File: src/bencode_stream_tokenizer_assert.svh
// Assertion macros shared by the tokenizer RTL.
`ifndef BENCODE_STREAM_TOKENIZER_ASSERT_SVH
`define BENCODE_STREAM_TOKENIZER_ASSERT_SVH

// Same-cycle implication, disabled while reset is asserted.
`define BST_ASSERT_IMPL(name, clk, rstn, ante, cons) \
  name: assert property (@(posedge clk) disable iff (!(rstn)) (ante) |-> (cons)) \
    else $error("tokenizer check failed: same-cycle implication");

// Next-cycle implication, disabled while reset is asserted.
`define BST_ASSERT_NEXT(name, clk, rstn, ante, cons) \
  name: assert property (@(posedge clk) disable iff (!(rstn)) (ante) |=> (cons)) \
    else $error("tokenizer check failed: next-cycle implication");

`endif

File: src/bst_pkg.sv
// Types and constants of the bencode stream tokenizer.
package bst_pkg;

  localparam int unsigned DEPTH_W = 6;
  localparam int unsigned VALUE_W = 64;

  // Parser modes (plain state codes).
  localparam logic [2:0] MODE_EXPECT  = 3'd0;
  localparam logic [2:0] MODE_INT     = 3'd1;
  localparam logic [2:0] MODE_STRLEN  = 3'd2;
  localparam logic [2:0] MODE_STRDATA = 3'd3;
  localparam logic [2:0] MODE_DONE    = 3'd4;

  // Event codes.
  localparam logic [2:0] EV_NONE  = 3'd0;
  localparam logic [2:0] EV_INT   = 3'd1;
  localparam logic [2:0] EV_HDR   = 3'd2;
  localparam logic [2:0] EV_BYTE  = 3'd3;
  localparam logic [2:0] EV_LOPEN = 3'd4;
  localparam logic [2:0] EV_DOPEN = 3'd5;
  localparam logic [2:0] EV_CLOSE = 3'd6;
  localparam logic [2:0] EV_ERR   = 3'd7;

  // Error codes.
  localparam logic [3:0] ERR_NONE     = 4'd0;
  localparam logic [3:0] ERR_BAD_TYPE = 4'd1;
  localparam logic [3:0] ERR_BAD_INT  = 4'd2;
  localparam logic [3:0] ERR_INT_RNG  = 4'd3;
  localparam logic [3:0] ERR_BAD_LEN  = 4'd4;
  localparam logic [3:0] ERR_KEY_TYPE = 4'd5;
  localparam logic [3:0] ERR_TOO_DEEP = 4'd6;
  localparam logic [3:0] ERR_EARLY    = 4'd7;
  localparam logic [3:0] ERR_TRAILING = 4'd8;

  // Container stack entries: bit 0 marks a dict, bit 1 a pending value.
  localparam logic [1:0] ENT_LIST     = 2'd0;
  localparam logic [1:0] ENT_DICT_KEY = 2'd1;
  localparam logic [1:0] ENT_DICT_VAL = 2'd3;

  // Syntax characters.
  localparam logic [7:0] CH_COLON = 8'h3A;
  localparam logic [7:0] CH_I     = 8'h69;
  localparam logic [7:0] CH_E     = 8'h65;
  localparam logic [7:0] CH_L     = 8'h6C;
  localparam logic [7:0] CH_D     = 8'h64;
  localparam logic [7:0] CH_0     = 8'h30;
  localparam logic [7:0] CH_9     = 8'h39;
  localparam logic [7:0] CH_MINUS = 8'h2D;

  localparam logic [63:0] POS_LIMIT = 64'h7FFF_FFFF_FFFF_FFFF;
  localparam logic [63:0] NEG_LIMIT = 64'h8000_0000_0000_0000;

  typedef struct packed {
    logic [2:0]         mode;
    logic [63:0]        acc;
    logic               neg;
    logic               seen;
    logic [62:0]        rem;
    logic [DEPTH_W-1:0] depth;
    logic [1:0]         top;
    logic               top_done;
    logic [3:0]         err;
  } state_t;

  typedef struct packed {
    logic [2:0]                event_res;
    logic signed [VALUE_W-1:0] value;
    logic [DEPTH_W-1:0]        nest_depth;
    logic                      is_key;
    logic [3:0]                error_code;
    logic                      message_ok;
  } result_t;

  localparam state_t ST_RESET = '{mode: MODE_EXPECT, default: '0};

endpackage

File: src/bst_if.sv
// Stream channel interfaces: raw byte input and token result output.
interface bst_in_if;
  logic       valid;
  logic       ready;
  logic [7:0] data_byte;
  logic       last_byte;

  modport source (output valid, output data_byte, output last_byte, input ready);
  modport sink   (input valid, input data_byte, input last_byte, output ready);
endinterface

interface bst_out_if;
  import bst_pkg::*;
  logic                      valid;
  logic                      ready;
  logic [2:0]                event_res;
  logic signed [VALUE_W-1:0] value;
  logic [DEPTH_W-1:0]        nest_depth;
  logic                      is_key;
  logic [3:0]                error_code;
  logic                      message_ok;

  modport source (output valid, output event_res, output value, output nest_depth,
                  output is_key, output error_code, output message_ok, input ready);
  modport sink   (input valid, input event_res, input value, input nest_depth,
                  input is_key, input error_code, input message_ok, output ready);
endinterface

File: src/bencode_stream_tokenizer.sv
// Top level of the streaming bencode tokenizer.
//
// Usage:
//   in_i carries one message byte per transaction (data_byte) and a flag
//   (last_byte) on the final byte of each message. out_o returns exactly one
//   token per input byte: event_res, value, nest_depth, is_key, error_code
//   and message_ok. Both channels use a valid/ready handshake.
// Pipeline: a byte accepted into the input register is parsed from there and
//   its token is loaded into the output register, which drives out_o; while
//   out_o stalls, the byte waits in the input register in between.
// Throughput: 1 byte per cycle, sustained while out_o takes every token. The
//   limit is the parser state update (the x10 accumulator with its overflow
//   compare and the container stack push/pop), which feeds back through st_q.
// Stall: when out_o is not taken, the token holds in the output register and
//   one more byte is held in the input register; in_i then drops ready.
// Reset: rst_ni clears the parser state and both valid flags. The container
//   stack is not cleared; only entries pushed since are ever read. An error
//   stays latched until the last byte of the message, after which the parser
//   returns to its reset state on its own.
module bencode_stream_tokenizer #(
  parameter int unsigned MAX_DEPTH = 32
) (
  input logic      clk_i,
  input logic      rst_ni,
  bst_in_if.sink   in_i,
  bst_out_if.source out_o
);
  import bst_pkg::*;

  localparam int unsigned IdxW = (MAX_DEPTH > 1) ? $clog2(MAX_DEPTH) : 1;

  // Input register.
  logic       in_valid_q;
  logic [7:0] in_byte_q;
  logic       in_last_q;

  // Parser state and container stack (entries below the cached top).
  state_t     st_q;
  state_t     st_d;
  logic [1:0] stack_q [MAX_DEPTH];

  // Output register.
  logic       out_valid_q;
  result_t    res_q;
  result_t    res_d;

  logic               advance;
  logic               push;
  logic [DEPTH_W-1:0] depth_m1;
  logic [DEPTH_W-1:0] depth_m2;
  logic [IdxW-1:0]    top_idx;
  logic [IdxW-1:0]    below_idx;
  logic [1:0]         below;

  // Process the held byte when the output register is free or being drained.
  assign advance    = in_valid_q && (!out_valid_q || out_o.ready);
  assign in_i.ready = !in_valid_q || advance;

  assign depth_m1  = st_q.depth - 6'd1;
  assign depth_m2  = st_q.depth - 6'd2;
  assign top_idx   = depth_m1[IdxW-1:0];
  assign below_idx = depth_m2[IdxW-1:0];
  // Entry that becomes the top on a close; only used at depth two and above.
  assign below     = stack_q[below_idx];

  bst_step #(
    .MAX_DEPTH (MAX_DEPTH)
  ) u_step (
    .cur_i   (st_q),
    .byte_i  (in_byte_q),
    .last_i  (in_last_q),
    .below_i (below),
    .nxt_o   (st_d),
    .res_o   (res_d),
    .push_o  (push)
  );

  // Capture a new byte whenever the input register frees up.
  always_ff @(posedge clk_i or negedge rst_ni) begin
    if (!rst_ni) begin
      in_valid_q <= 1'b0;
    end else if (in_i.ready) begin
      in_valid_q <= in_i.valid;
    end
  end

  always_ff @(posedge clk_i) begin
    if (in_i.ready && in_i.valid) begin
      in_byte_q <= in_i.data_byte;
      in_last_q <= in_i.last_byte;
    end
  end

  // Advance the parser state once per processed byte.
  always_ff @(posedge clk_i or negedge rst_ni) begin
    if (!rst_ni) begin
      st_q <= ST_RESET;
    end else if (advance) begin
      st_q <= st_d;
    end
  end

  // On an open, spill the old top entry into the stack.
  always_ff @(posedge clk_i) begin
    if (advance && push && st_q.depth != '0) begin
      stack_q[top_idx] <= st_q.top;
    end
  end

  // Output register: load on advance, drop valid once taken.
  always_ff @(posedge clk_i or negedge rst_ni) begin
    if (!rst_ni) begin
      out_valid_q <= 1'b0;
    end else if (advance) begin
      out_valid_q <= 1'b1;
    end else if (out_o.ready) begin
      out_valid_q <= 1'b0;
    end
  end

  always_ff @(posedge clk_i) begin
    if (advance) begin
      res_q <= res_d;
    end
  end

  assign out_o.valid      = out_valid_q;
  assign out_o.event_res  = res_q.event_res;
  assign out_o.value      = res_q.value;
  assign out_o.nest_depth = res_q.nest_depth;
  assign out_o.is_key     = res_q.is_key;
  assign out_o.error_code = res_q.error_code;
  assign out_o.message_ok = res_q.message_ok;

  // Assertions.
`include "bencode_stream_tokenizer_assert.svh"

  `BST_ASSERT_IMPL(a_depth_bound, clk_i, rst_ni, 1'b1, st_q.depth <= DEPTH_W'(MAX_DEPTH))
  `BST_ASSERT_NEXT(a_last_resets, clk_i, rst_ni, advance && in_last_q, (st_q.depth == '0) && (st_q.err == ERR_NONE) && !st_q.top_done)
  `BST_ASSERT_IMPL(a_err_code_pairs, clk_i, rst_ni, out_valid_q, (res_q.event_res == EV_ERR) == (res_q.error_code != ERR_NONE))
  `BST_ASSERT_IMPL(a_ok_not_err, clk_i, rst_ni, out_valid_q && res_q.message_ok, res_q.event_res != EV_ERR)

endmodule

File: src/bst_step.sv
// Per-byte parser step: next state and token result from the current state.
module bst_step #(
  parameter int unsigned MAX_DEPTH = 32
) (
  input  bst_pkg::state_t  cur_i,
  input  logic [7:0]       byte_i,
  input  logic             last_i,
  input  logic [1:0]       below_i,
  output bst_pkg::state_t  nxt_o,
  output bst_pkg::result_t res_o,
  output logic             push_o
);
  import bst_pkg::*;

  logic        is_dig;
  logic [3:0]  dig;
  logic [67:0] acc10;
  logic [63:0] lim;
  logic        over_int;
  logic        over_len;
  logic        key_ctx;
  logic [1:0]  top_eff;
  logic [62:0] rem_dec;
  logic        finish;
  logic [2:0]  ev;
  logic [63:0] val;
  logic        key;
  logic        ok;
  state_t      nxt;
  logic [1:0]  new_entry;

  assign is_dig  = byte_i inside {[CH_0:CH_9]};
  assign dig     = byte_i[3:0];
  // acc * 10 + digit, with headroom for the overflow compare
  assign acc10   = {1'b0, cur_i.acc, 3'b000} + {3'b000, cur_i.acc, 1'b0} + {64'd0, dig};
  assign lim     = cur_i.neg ? NEG_LIMIT : POS_LIMIT;
  assign over_int = acc10 > {4'd0, lim};
  assign over_len = acc10 > {4'd0, POS_LIMIT};
  assign top_eff = (cur_i.depth == '0) ? ENT_LIST : cur_i.top;
  assign key_ctx = (cur_i.depth != '0) && (cur_i.top == ENT_DICT_KEY);
  assign rem_dec = (cur_i.rem != '0) ? cur_i.rem - 63'd1 : '0;

  always_comb begin
    nxt       = cur_i;
    ev        = EV_NONE;
    val       = '0;
    key       = 1'b0;
    finish    = 1'b0;
    push_o    = 1'b0;
    ok        = 1'b0;
    new_entry = (byte_i == CH_D) ? ENT_DICT_KEY : ENT_LIST;

    if (cur_i.err != ERR_NONE) begin
      ev = EV_ERR;
    end else if (cur_i.top_done || cur_i.mode == MODE_DONE) begin
      nxt.err = ERR_TRAILING;
      ev      = EV_ERR;
    end else begin
      case (cur_i.mode)
        MODE_EXPECT: begin
          if (byte_i == CH_E) begin
            if (cur_i.depth != '0 && top_eff != ENT_DICT_VAL) begin
              // pop, then the closed container counts as a finished value
              ev        = EV_CLOSE;
              nxt.depth = cur_i.depth - 6'd1;
              if (nxt.depth == '0) begin
                nxt.top_done = 1'b1;
                nxt.mode     = MODE_DONE;
              end else begin
                nxt.top  = {below_i[1] ^ below_i[0], below_i[0]};
                nxt.mode = MODE_EXPECT;
              end
            end else begin
              nxt.err = ERR_BAD_TYPE;
              ev      = EV_ERR;
            end
          end else if (is_dig) begin
            nxt.acc  = {60'd0, dig};
            nxt.mode = MODE_STRLEN;
          end else if (cur_i.depth != '0 && top_eff == ENT_DICT_KEY) begin
            nxt.err = ERR_KEY_TYPE;
            ev      = EV_ERR;
          end else if (byte_i == CH_I) begin
            nxt.acc  = '0;
            nxt.neg  = 1'b0;
            nxt.seen = 1'b0;
            nxt.mode = MODE_INT;
          end else if (byte_i == CH_L || byte_i == CH_D) begin
            if (cur_i.depth >= DEPTH_W'(MAX_DEPTH)) begin
              nxt.err = ERR_TOO_DEEP;
              ev      = EV_ERR;
            end else begin
              push_o    = 1'b1;
              nxt.top   = new_entry;
              nxt.depth = cur_i.depth + 6'd1;
              nxt.mode  = MODE_EXPECT;
              ev        = (byte_i == CH_D) ? EV_DOPEN : EV_LOPEN;
            end
          end else begin
            nxt.err = ERR_BAD_TYPE;
            ev      = EV_ERR;
          end
        end
        MODE_INT: begin
          if (byte_i == CH_MINUS) begin
            if (cur_i.seen || cur_i.neg) begin
              nxt.err = ERR_BAD_INT;
              ev      = EV_ERR;
            end else begin
              nxt.neg = 1'b1;
            end
          end else if (is_dig) begin
            if (!cur_i.seen) begin
              if (dig == 4'd0 && cur_i.neg) begin
                nxt.err = ERR_BAD_INT;
                ev      = EV_ERR;
              end else begin
                nxt.acc  = {60'd0, dig};
                nxt.seen = 1'b1;
              end
            end else if (cur_i.acc == '0) begin
              // leading zero
              nxt.err = ERR_BAD_INT;
              ev      = EV_ERR;
            end else if (over_int) begin
              nxt.err = ERR_INT_RNG;
              ev      = EV_ERR;
            end else begin
              nxt.acc = acc10[63:0];
            end
          end else if (byte_i == CH_E && cur_i.seen) begin
            ev       = EV_INT;
            val      = cur_i.neg ? 64'd0 - cur_i.acc : cur_i.acc;
            nxt.acc  = '0;
            nxt.neg  = 1'b0;
            nxt.seen = 1'b0;
            finish   = 1'b1;
          end else begin
            nxt.err = ERR_BAD_INT;
            ev      = EV_ERR;
          end
        end
        MODE_STRLEN: begin
          if (is_dig) begin
            if (over_len) begin
              nxt.err = ERR_BAD_LEN;
              ev      = EV_ERR;
            end else begin
              nxt.acc = acc10[63:0];
            end
          end else if (byte_i == CH_COLON) begin
            ev      = EV_HDR;
            val     = cur_i.acc;
            key     = key_ctx;
            nxt.rem = cur_i.acc[62:0];
            nxt.acc = '0;
            if (cur_i.acc == '0) begin
              finish = 1'b1;
            end else begin
              nxt.mode = MODE_STRDATA;
            end
          end else begin
            nxt.err = ERR_BAD_LEN;
            ev      = EV_ERR;
          end
        end
        MODE_STRDATA: begin
          ev      = EV_BYTE;
          val     = {56'd0, byte_i};
          key     = key_ctx;
          nxt.rem = rem_dec;
          finish  = (rem_dec == '0);
        end
        default: begin
          nxt.err = ERR_BAD_TYPE;
          ev      = EV_ERR;
        end
      endcase
    end

    // a finished scalar completes the top value or flips a dict's key phase
    if (finish) begin
      if (cur_i.depth == '0) begin
        nxt.top_done = 1'b1;
        nxt.mode     = MODE_DONE;
      end else begin
        nxt.top  = {cur_i.top[1] ^ cur_i.top[0], cur_i.top[0]};
        nxt.mode = MODE_EXPECT;
      end
    end

    if (last_i) begin
      if (nxt.err == ERR_NONE && !nxt.top_done) begin
        nxt.err = ERR_EARLY;
        ev      = EV_ERR;
      end
      ok = (nxt.err == ERR_NONE);
    end

    res_o.event_res  = ev;
    res_o.value      = (ev == EV_ERR) ? '0 : $signed(val);
    res_o.nest_depth = nxt.depth;
    res_o.is_key     = (ev == EV_HDR || ev == EV_BYTE) ? key : 1'b0;
    res_o.error_code = (ev == EV_ERR) ? nxt.err : ERR_NONE;
    res_o.message_ok = ok;

    // end of message: back to the reset state
    nxt_o = last_i ? ST_RESET : nxt;
  end

endmodule
File: src/flat_wrapper.sv
// flat-port wrapper written by rule: the top's interface ports become plain ports
module bencode_stream_tokenizer_flat import bst_pkg::*;
#(
  parameter int unsigned MAX_DEPTH = 32
)
  (clk_i, rst_ni, in_i_valid, in_i_data_byte, in_i_last_byte, in_i_ready, out_o_valid, out_o_event_res, out_o_value, out_o_nest_depth, out_o_is_key, out_o_error_code, out_o_message_ok, out_o_ready);
  bst_in_if in_i_i ();
  bst_out_if out_o_i ();
  input logic clk_i;
  input logic rst_ni;
  input wire logic [$bits(in_i_i.valid)-1:0] in_i_valid;
  input wire logic [$bits(in_i_i.data_byte)-1:0] in_i_data_byte;
  input wire logic [$bits(in_i_i.last_byte)-1:0] in_i_last_byte;
  output wire logic [$bits(in_i_i.ready)-1:0] in_i_ready;
  output wire logic [$bits(out_o_i.valid)-1:0] out_o_valid;
  output wire logic [$bits(out_o_i.event_res)-1:0] out_o_event_res;
  output wire logic [$bits(out_o_i.value)-1:0] out_o_value;
  output wire logic [$bits(out_o_i.nest_depth)-1:0] out_o_nest_depth;
  output wire logic [$bits(out_o_i.is_key)-1:0] out_o_is_key;
  output wire logic [$bits(out_o_i.error_code)-1:0] out_o_error_code;
  output wire logic [$bits(out_o_i.message_ok)-1:0] out_o_message_ok;
  input wire logic [$bits(out_o_i.ready)-1:0] out_o_ready;
  assign in_i_i.valid = in_i_valid;
  assign in_i_i.data_byte = in_i_data_byte;
  assign in_i_i.last_byte = in_i_last_byte;
  assign in_i_ready = in_i_i.ready;
  assign out_o_valid = out_o_i.valid;
  assign out_o_event_res = out_o_i.event_res;
  assign out_o_value = out_o_i.value;
  assign out_o_nest_depth = out_o_i.nest_depth;
  assign out_o_is_key = out_o_i.is_key;
  assign out_o_error_code = out_o_i.error_code;
  assign out_o_message_ok = out_o_i.message_ok;
  assign out_o_i.ready = out_o_ready;
  bencode_stream_tokenizer #(.MAX_DEPTH(MAX_DEPTH)) u_core (.clk_i(clk_i), .rst_ni(rst_ni), .in_i(in_i_i), .out_o(out_o_i));
endmodule
File: config.mk
export PLATFORM = sky130hd
export DESIGN_NAME = bencode_stream_tokenizer_flat
export DESIGN_NICKNAME = d
export VERILOG_FILES = /design/src/bst_pkg.sv /design/src/bst_if.sv /design/src/bencode_stream_tokenizer.sv /design/src/bst_step.sv /design/src/flat_wrapper.sv
export VERILOG_INCLUDE_DIRS = /design/src /design/src/src
export SDC_FILE = /design/constraint.sdc
export NUM_CORES = 1
export LEC_CHECK = 0
export ABC_CLOCK_PERIOD_IN_PS = 8850
export BUFFER_PORTS_ARGS = -buffer_cell sky130_fd_sc_hd__buf_2
export CELL_PAD_IN_SITES_DETAIL_PLACEMENT = 0
export CELL_PAD_IN_SITES_GLOBAL_PLACEMENT = 2
export CORE_MARGIN = 2
export CORE_UTILIZATION = 40
export CTS_CLUSTER_DIAMETER = 80
export DETAILED_ROUTE_END_ITERATION = 8
export PLACE_DENSITY_LB_ADDON = 0.15
export SYNTH_ARGS = -nofsm -noshare
export SYNTH_HDL_FRONTEND = slang
export SYNTH_SLANG_ARGS = --single-unit
export TNS_END_PERCENT = 30
File: constraint.sdc
create_clock -name clk_i -period 8.85 [get_ports clk_i]
set_clock_uncertainty 0.15 [all_clocks]
set_input_delay 1.77 -clock clk_i [delete_from_list [all_inputs] [get_ports clk_i]]
set_output_delay 1.77 -clock clk_i [all_outputs]
set_load 0.02 [all_outputs]
==> results of run 1 <==
==> path summary, 6_finish.rpt <==
check | slack [ps] | to | startpoint
setup reg to reg | 510 | u_core.out_o.value[61]$_SDFFCE_PP0P_ | u_core.in_byte_q[3]$_DFFE_PP_
min in group asynchronous | 1120 | u_core.st_q[8]$_DFFE_PN0P_ | rst_ni
hold reg to reg | 350 | u_core.out_o.valid$_DFFE_PN0P_ | u_core.in_valid_q$_DFFE_PN0N_
hold / removal | 350 | u_core.out_o.valid$_DFFE_PN0P_ | u_core.in_valid_q$_DFFE_PN0N_
max in group asynchronous | 5850 | u_core.st_q[77]$_DFFE_PN0P_ | rst_ni
setup / recovery | 510 | u_core.out_o.value[61]$_SDFFCE_PP0P_ | u_core.in_byte_q[3]$_DFFE_PP_
==> sequential cells by signal, indices dropped and copies added (netlist names) <==
register and flops:
u_core.in_byte_q 8, u_core.st_q 145, u_core.out_o.message_ok 1, u_core.in_valid_q 1
u_core.out_o.value 64, u_core.stack_q 64, u_core.out_o.error_code 4, u_core.out_o.valid 1
u_core.out_o.is_key 1, u_core.in_last_q 1, u_core.out_o.nest_depth 6, u_core.out_o.event_res 3
==> cells in the mapped netlist (9+ instances only) <==
cell      number  share of area
nand2_1      252          0.040
o31ai_1       26         0.0082
o211ai_1      14         0.0044
a21o_1        13         0.0041
nor2b_1       19         0.0050
or4_1         25         0.0079
ha_1         204           0.11
a31oi_1       16         0.0042
clkbuf_1     141          0.022
nand3b_1      12         0.0038
dfrtp_1      147           0.15
nor2_1       237          0.037
nor3b_1       11         0.0035
buf_2         15         0.0032
mux2_2        65          0.031
nor3_1       147          0.031
a211oi_1      35          0.011
inv_1         45         0.0071
and3_1        15         0.0039
or3_1         39          0.010
nand2b_1      27         0.0071
nor4_1        47          0.012
or2_2         15         0.0039
nand3_1       52          0.011
mux2i_1       10         0.0042
a22oi_1       28         0.0088
o21a_1        17         0.0054
and4_1        66          0.024
a21oi_1      233          0.049
a21boi_0      12         0.0038
xnor2_1       65          0.024
mux4_2        20          0.019
xor2_1        50          0.018
nand4_1       54          0.014
edfxtp_1     152           0.19
o21ai_0      231          0.049
and2_1         9         0.0024
o22ai_1        9         0.0024
==> cells by family after synthesis <==
kind of cell | after synthesis | synth area share
AOI/OAI and AO/OA | 723 | 0.185
xor gates and xnor gates | 115 | 0.0423
adders and majority gates | 206 | 0.109
buffers and inverters | 210 | 0.0345
DFF | 299 | 0.346
muxes | 95 | 0.0539
and+or+nand+nor | 1053 | 0.229
==> power groups by stage <==
stage | registers [W] | logic (W) | clock network (W)
global placement | 0.00155 | 0.000353 | 0
CTS | 0.00153 | 0.000356 | 0.00160
global route | 0.00153 | 0.000384 | 0.00165
finish | 0.00153 | 0.000357 | 0.00157
detailed placement | 0.00155 | 0.000355 | 0
floorplan | 0.00157 | 0.000197 | 0
==> critical path, delay by kind of cell (launching register included) <==
| family | cells | cell delay, ps |
|---|---|---|
| simple gates | 9 | 2730 |
| compound gates | 8 | 2120 |
| fa+ha+maj | 3 | 1270 |
| buf+inv | 4 | 780 |
| flops | 1 | 530 |
| xor+xnor | 1 | 250 |
| mux | 1 | 160 |
==> metal layers <==
metal  vias up  wire, µm
met4         0      2470
met1     10900     42100
met2       820     37000
met5         -         0
li1      10300         -
met3       116      5270
==> area by class of cell <==
| type | instances | area (µm²) | share of cell area |
|---|---|---|---|
| Tap cell | 773 | 967 | 0.0368 |
| Clock inverter | 17 | 224 | 0.00852 |
| Multi-Input combinational cell | 2192 | 14800 | 0.562 |
| Clock buffer | 47 | 1000 | 0.0382 |
| Inverter | 45 | 171 | 0.00652 |
| Sequential cell | 299 | 8250 | 0.314 |
| Timing Repair Buffer | 145 | 887 | 0.0337 |
| Antenna cell | 2 | 5.00 | 0.000190 |
==> through the flow <==
step / utilization / hold slack, ps
after floorplan: - / 307
after global placement: 0.425 / 322
after detailed placement: 0.425 / 337
after CTS: 0.446 / 351
after global routing: 0.446 / 390
final: 0.446 / 346
==> flow_summary.toml, run 1 <==
[critical_path]
criticalPathCategory = "flop to flop"
max_stage_delay_ps = 710
path_max_fanout = 65
r2r_cells = 26
worstSetupStartpointType = "flop"
cp_slowest_cell = "or4b_2"
crit_arrival_ps = 8450
cp.required_ps = 8960
critPathCaptureType = "flop"

[power]
cellLeakagePower_nw = 11.3
p_sw_frac = 0.266
clockPowerShare = 0.454
p_sw_w = 0.000920
power.total_w = 0.00345
intPower_w = 0.00253
power_frac_seq = 0.442
comb_power_share = 0.103
vdd_drop_max_mv = 0.144
power.density_mw_per_mm2 = 131

[timing]
fin_crit_sh = 0.942
tightestPinTransition_ps = 1130
max_freq_ghz = 0.120
setup_ws_ps = 513
setup_violations = 0
drv_slew = 0
hold_viol_final = 0
relSlewSlack = 0.244
rsz0062_at_grt = "false"
period_needed_ps = 8340
fin_setup_tns_ps = 0

[final_layout]
mostFrequentLayoutCells = "250 x nand2_1, 234 x nor2_1, 233 x a21oi_1"
nets = 2937
layout.cells.non_filler = 3520
fillers = 5785
syn_to_final_growth_pct = 10.5
drive_gt1_frac = 0.121
layout_commonest_cell = "nand2_1"
finalInstanceArea_mm2 = 0.0263

[drt]
drt-initial-drc-count = 2100
antenna_left = 0
finalWirelength_mm = 86.9
drc = 2
vias = 22100
wl_per_cell_um = 24.7
dr.pass1.iters = 9
viasPerCell = 6.29

[placement]
dp_hpwl_mm = 64.7
placed_cells = 3454
pre_cts_slack_ps = 621
postPlaceCellArea_mm2 = 0.0251
place.gp.congestion = 0.910
port_buffers = 93

[synthesis]
seq_area_frac_synth = 0.346
synthesis.nets = 2920
synth_cell_types = 85
synth_edf_count = 152
yosysWarnings = 0
synthesis.area_mm2 = 0.0238
synth_seq_cells = 299
avgSynthCellArea_um2 = 8.81
synth_flop_cell = "edfxtp_1"
async_reset_ff_frac = 0.492
synthCells = 2701

[clock_network]
cts_buffers = 35
cts-resized-gates = 0
clockRootBuffer = "clkbuf_16"
tritoncts = "built"
clock-sinks = 299
insertion_delay_ps = 560
post_cts_buffers = 0
clk_path_buf_depth = 3
h-tree-depth = 2
clk_pin_slew_ps = 60
cts.hold.buffers_added = 0

[die]
fp-row-count = 89
core_mm2 = 0.0589
die-area_mm2 = 0.0615
start_util = 0.404
die_y_um = 248
io_pins = 94
die_w_um = 248

[min_path]
hold_depth = 1
hp-class = "flop to flop"

[grt]
grt_overflow = 0
grt_use_met3 = 0.0279
grt_usage = 0.281
busiest_layer = "met1"
grt_max_degree = 83
first_global_vias = 21300
grt_first_pass_wirelength_mm = 132
use_met2 = 0.413
antenna_found_initial = 2
use_met1 = 0.431

[outcome]
status = "complete, but fails checks"
violations = "DRC"

[flow_run]
drv_cap = 0
No activity file was read; power rests on OpenSTA's default activity.
==> run 2, diff against run 1 <==
PLACE_DENSITY = 0.83   (was not set)
PLACE_DENSITY_LB_ADDON = not set   (was 0.15)
==> run 2 against run 1 <==
  * The flow now finishes without violations
  * Hold slack improved by 6.6 ps
  * Final area decreased by 0.94%
  * Sequential power about the same
  * Clock power decreased by 11%
  * Critical path type unchanged
  * Largest cell class unchanged
==> flow_summary.toml, run 2 (synthesis results as in run 1) <==
[critical_path]
cp-startpoint = "u_core.in_byte_q[3]$_DFFE_PP_"
reg2reg_from = "u_core.in_byte_q[3]$_DFFE_PP_"
crit_cells = 27
cp_common_cell = "buf_4"
critPathCaptureType = "flop"
cp.required_ps = 8940
crit_arrival_ps = 8320
cp_num_buf_inv = 5
worstSetupStartpointType = "flop"
path_max_fanout = 59
reg2reg_to = "u_core.out_o.value[53]$_SDFFCE_PP0P_"
cp-endpoint = "u_core.out_o.value[53]$_SDFFCE_PP0P_"
criticalPathCategory = "flop to flop"
path_delay_family = "simple AND/OR/NAND/NOR gates"
max_stage_delay_ps = 690
r2r_cells = 27
reg2reg_slack_ps = 610
cp_slowest_cell = "or4b_2"

[placement]
place.gp.congestion = 0.943
dp_hpwl_mm = 62.9
pre_cts_slack_ps = 661
port_buffers = 93

[power]
vdd_drop_max_mv = 0.125
cellLeakagePower_nw = 11.2
power.density_mw_per_mm2 = 126
power.total_w = 0.00327

[clock_network]
cts_buffers = 34
clk_path_buf_depth = 3
tritoncts = "built"
h-tree-depth = 2
clockRootBuffer = "clkbuf_16"
clock-sinks = 299
cts.hold.buffers_added = 0
cts-resized-gates = 0
insertion_delay_ps = 540
post_cts_buffers = 0
clk_pin_slew_ps = 60

[die]
die_y_um = 248
fp-row-count = 89
die_w_um = 248
core_mm2 = 0.0589
die-area_mm2 = 0.0615
io_pins = 94
start_util = 0.404

[grt]
first_global_vias = 21000
grt_first_pass_wirelength_mm = 129
antenna_found_initial = 4
grt_usage = 0.270
grt_max_degree = 81
grt_overflow = 0

[timing]
drv_slew = 0
max_freq_ghz = 0.121
fin_crit_sh = 0.931
tightestPinTransition_ps = 1170
period_needed_ps = 8240
hold_viol_final = 0
fin_setup_tns_ps = 0
rsz0062_at_grt = "false"
setup_violations = 0
setup_ws_ps = 613
relSlewSlack = 0.221

[final_layout]
layout_commonest_cell = "nand2_1"
largest_reg_flops = 145
nets = 2925
mostFrequentLayoutCells = "250 x nand2_1, 234 x nor2_1, 233 x a21oi_1"
utilization = 0.442
top_register = "u_core.st_q"
syn_to_final_growth_pct = 9.47
drive_gt1_frac = 0.116

[drt]
viasPerCell = 6.30
drt-initial-drc-count = 2395
dr.pass1.iters = 8
vias = 22100
drc = 0
finalWirelength_mm = 84.3
antenna_left = 0
wl_per_cell_um = 24.0

[min_path]
hp-class = "flop to flop"

[flow_run]
drv_cap = 0

[outcome]
status = "finished, final reports clean"
[run 2: changes by cell type in the layout (fill, tap and decap cells not counted), sizes merged]
cell	delta
buf	-11
bufinv	-4
clkbuf	-2
clkinvlp	+2
diode	-1
inv	+2
[run 2: metal layers]
layer | share of wire | vias to the layer above | global-route usage
li1 | - | 10200 | -
met1 | 0.48 | 10900 | 0.416
met2 | 0.43 | 850 | 0.402
met3 | 0.068 | 110 | 0.0249
met4 | 0.024 | 0 | 0.0724
met5 | 0 | - | 0
[run 2: final cells by class]
| type | instances | area [µm²] |
|---|---|---|
| antenna | 1 | 2.50 |
| multi-input combinational | 2192 | 14800 |
| tap | 773 | 967 |
| sequential | 299 | 8250 |
| fill | 5776 | 32900 |
| clock buffer | 45 | 923 |
| clock inverter | 17 | 138 |
| timing repair buffer | 134 | 805 |
| inverter | 45 | 171 |
[run 2: worst min path at each step]
stage                                       start                        endpoint  slack [ps]  depth (start not counted)
finish              u_core.in_valid_q$_DFFE_PN0N_  u_core.out_o.valid$_DFFE_PN0P_         350                          1
global route        u_core.in_valid_q$_DFFE_PN0N_  u_core.out_o.valid$_DFFE_PN0P_         360                          1
CTS                 u_core.in_valid_q$_DFFE_PN0N_  u_core.out_o.valid$_DFFE_PN0P_         350                          1
detailed placement  u_core.in_valid_q$_DFFE_PN0N_  u_core.out_o.valid$_DFFE_PN0P_         340                          1
global placement    u_core.in_valid_q$_DFFE_PN0N_  u_core.out_o.valid$_DFFE_PN0P_         320                          1
floorplan           u_core.in_valid_q$_DFFE_PN0N_  u_core.out_o.valid$_DFFE_PN0P_         310                          1
[run 2: metrics by stage]
stage	instance area, µm²	std cells	hold slack (ps)
finish	26100	3506	353
floorplan	23800	2701	307
detailed placement	25000	3443	343
global route	26000	3505	361
CTS	26000	3505	346
global placement	25000	3443	320
[run 2: power breakdown]
part           total, W  internal [W]  switching (W)
Combinational  0.000357     0.0000875       0.000269
Clock           0.00139      0.000775       0.000613
Sequential      0.00153       0.00150      0.0000336
Total           0.00327       0.00236       0.000915
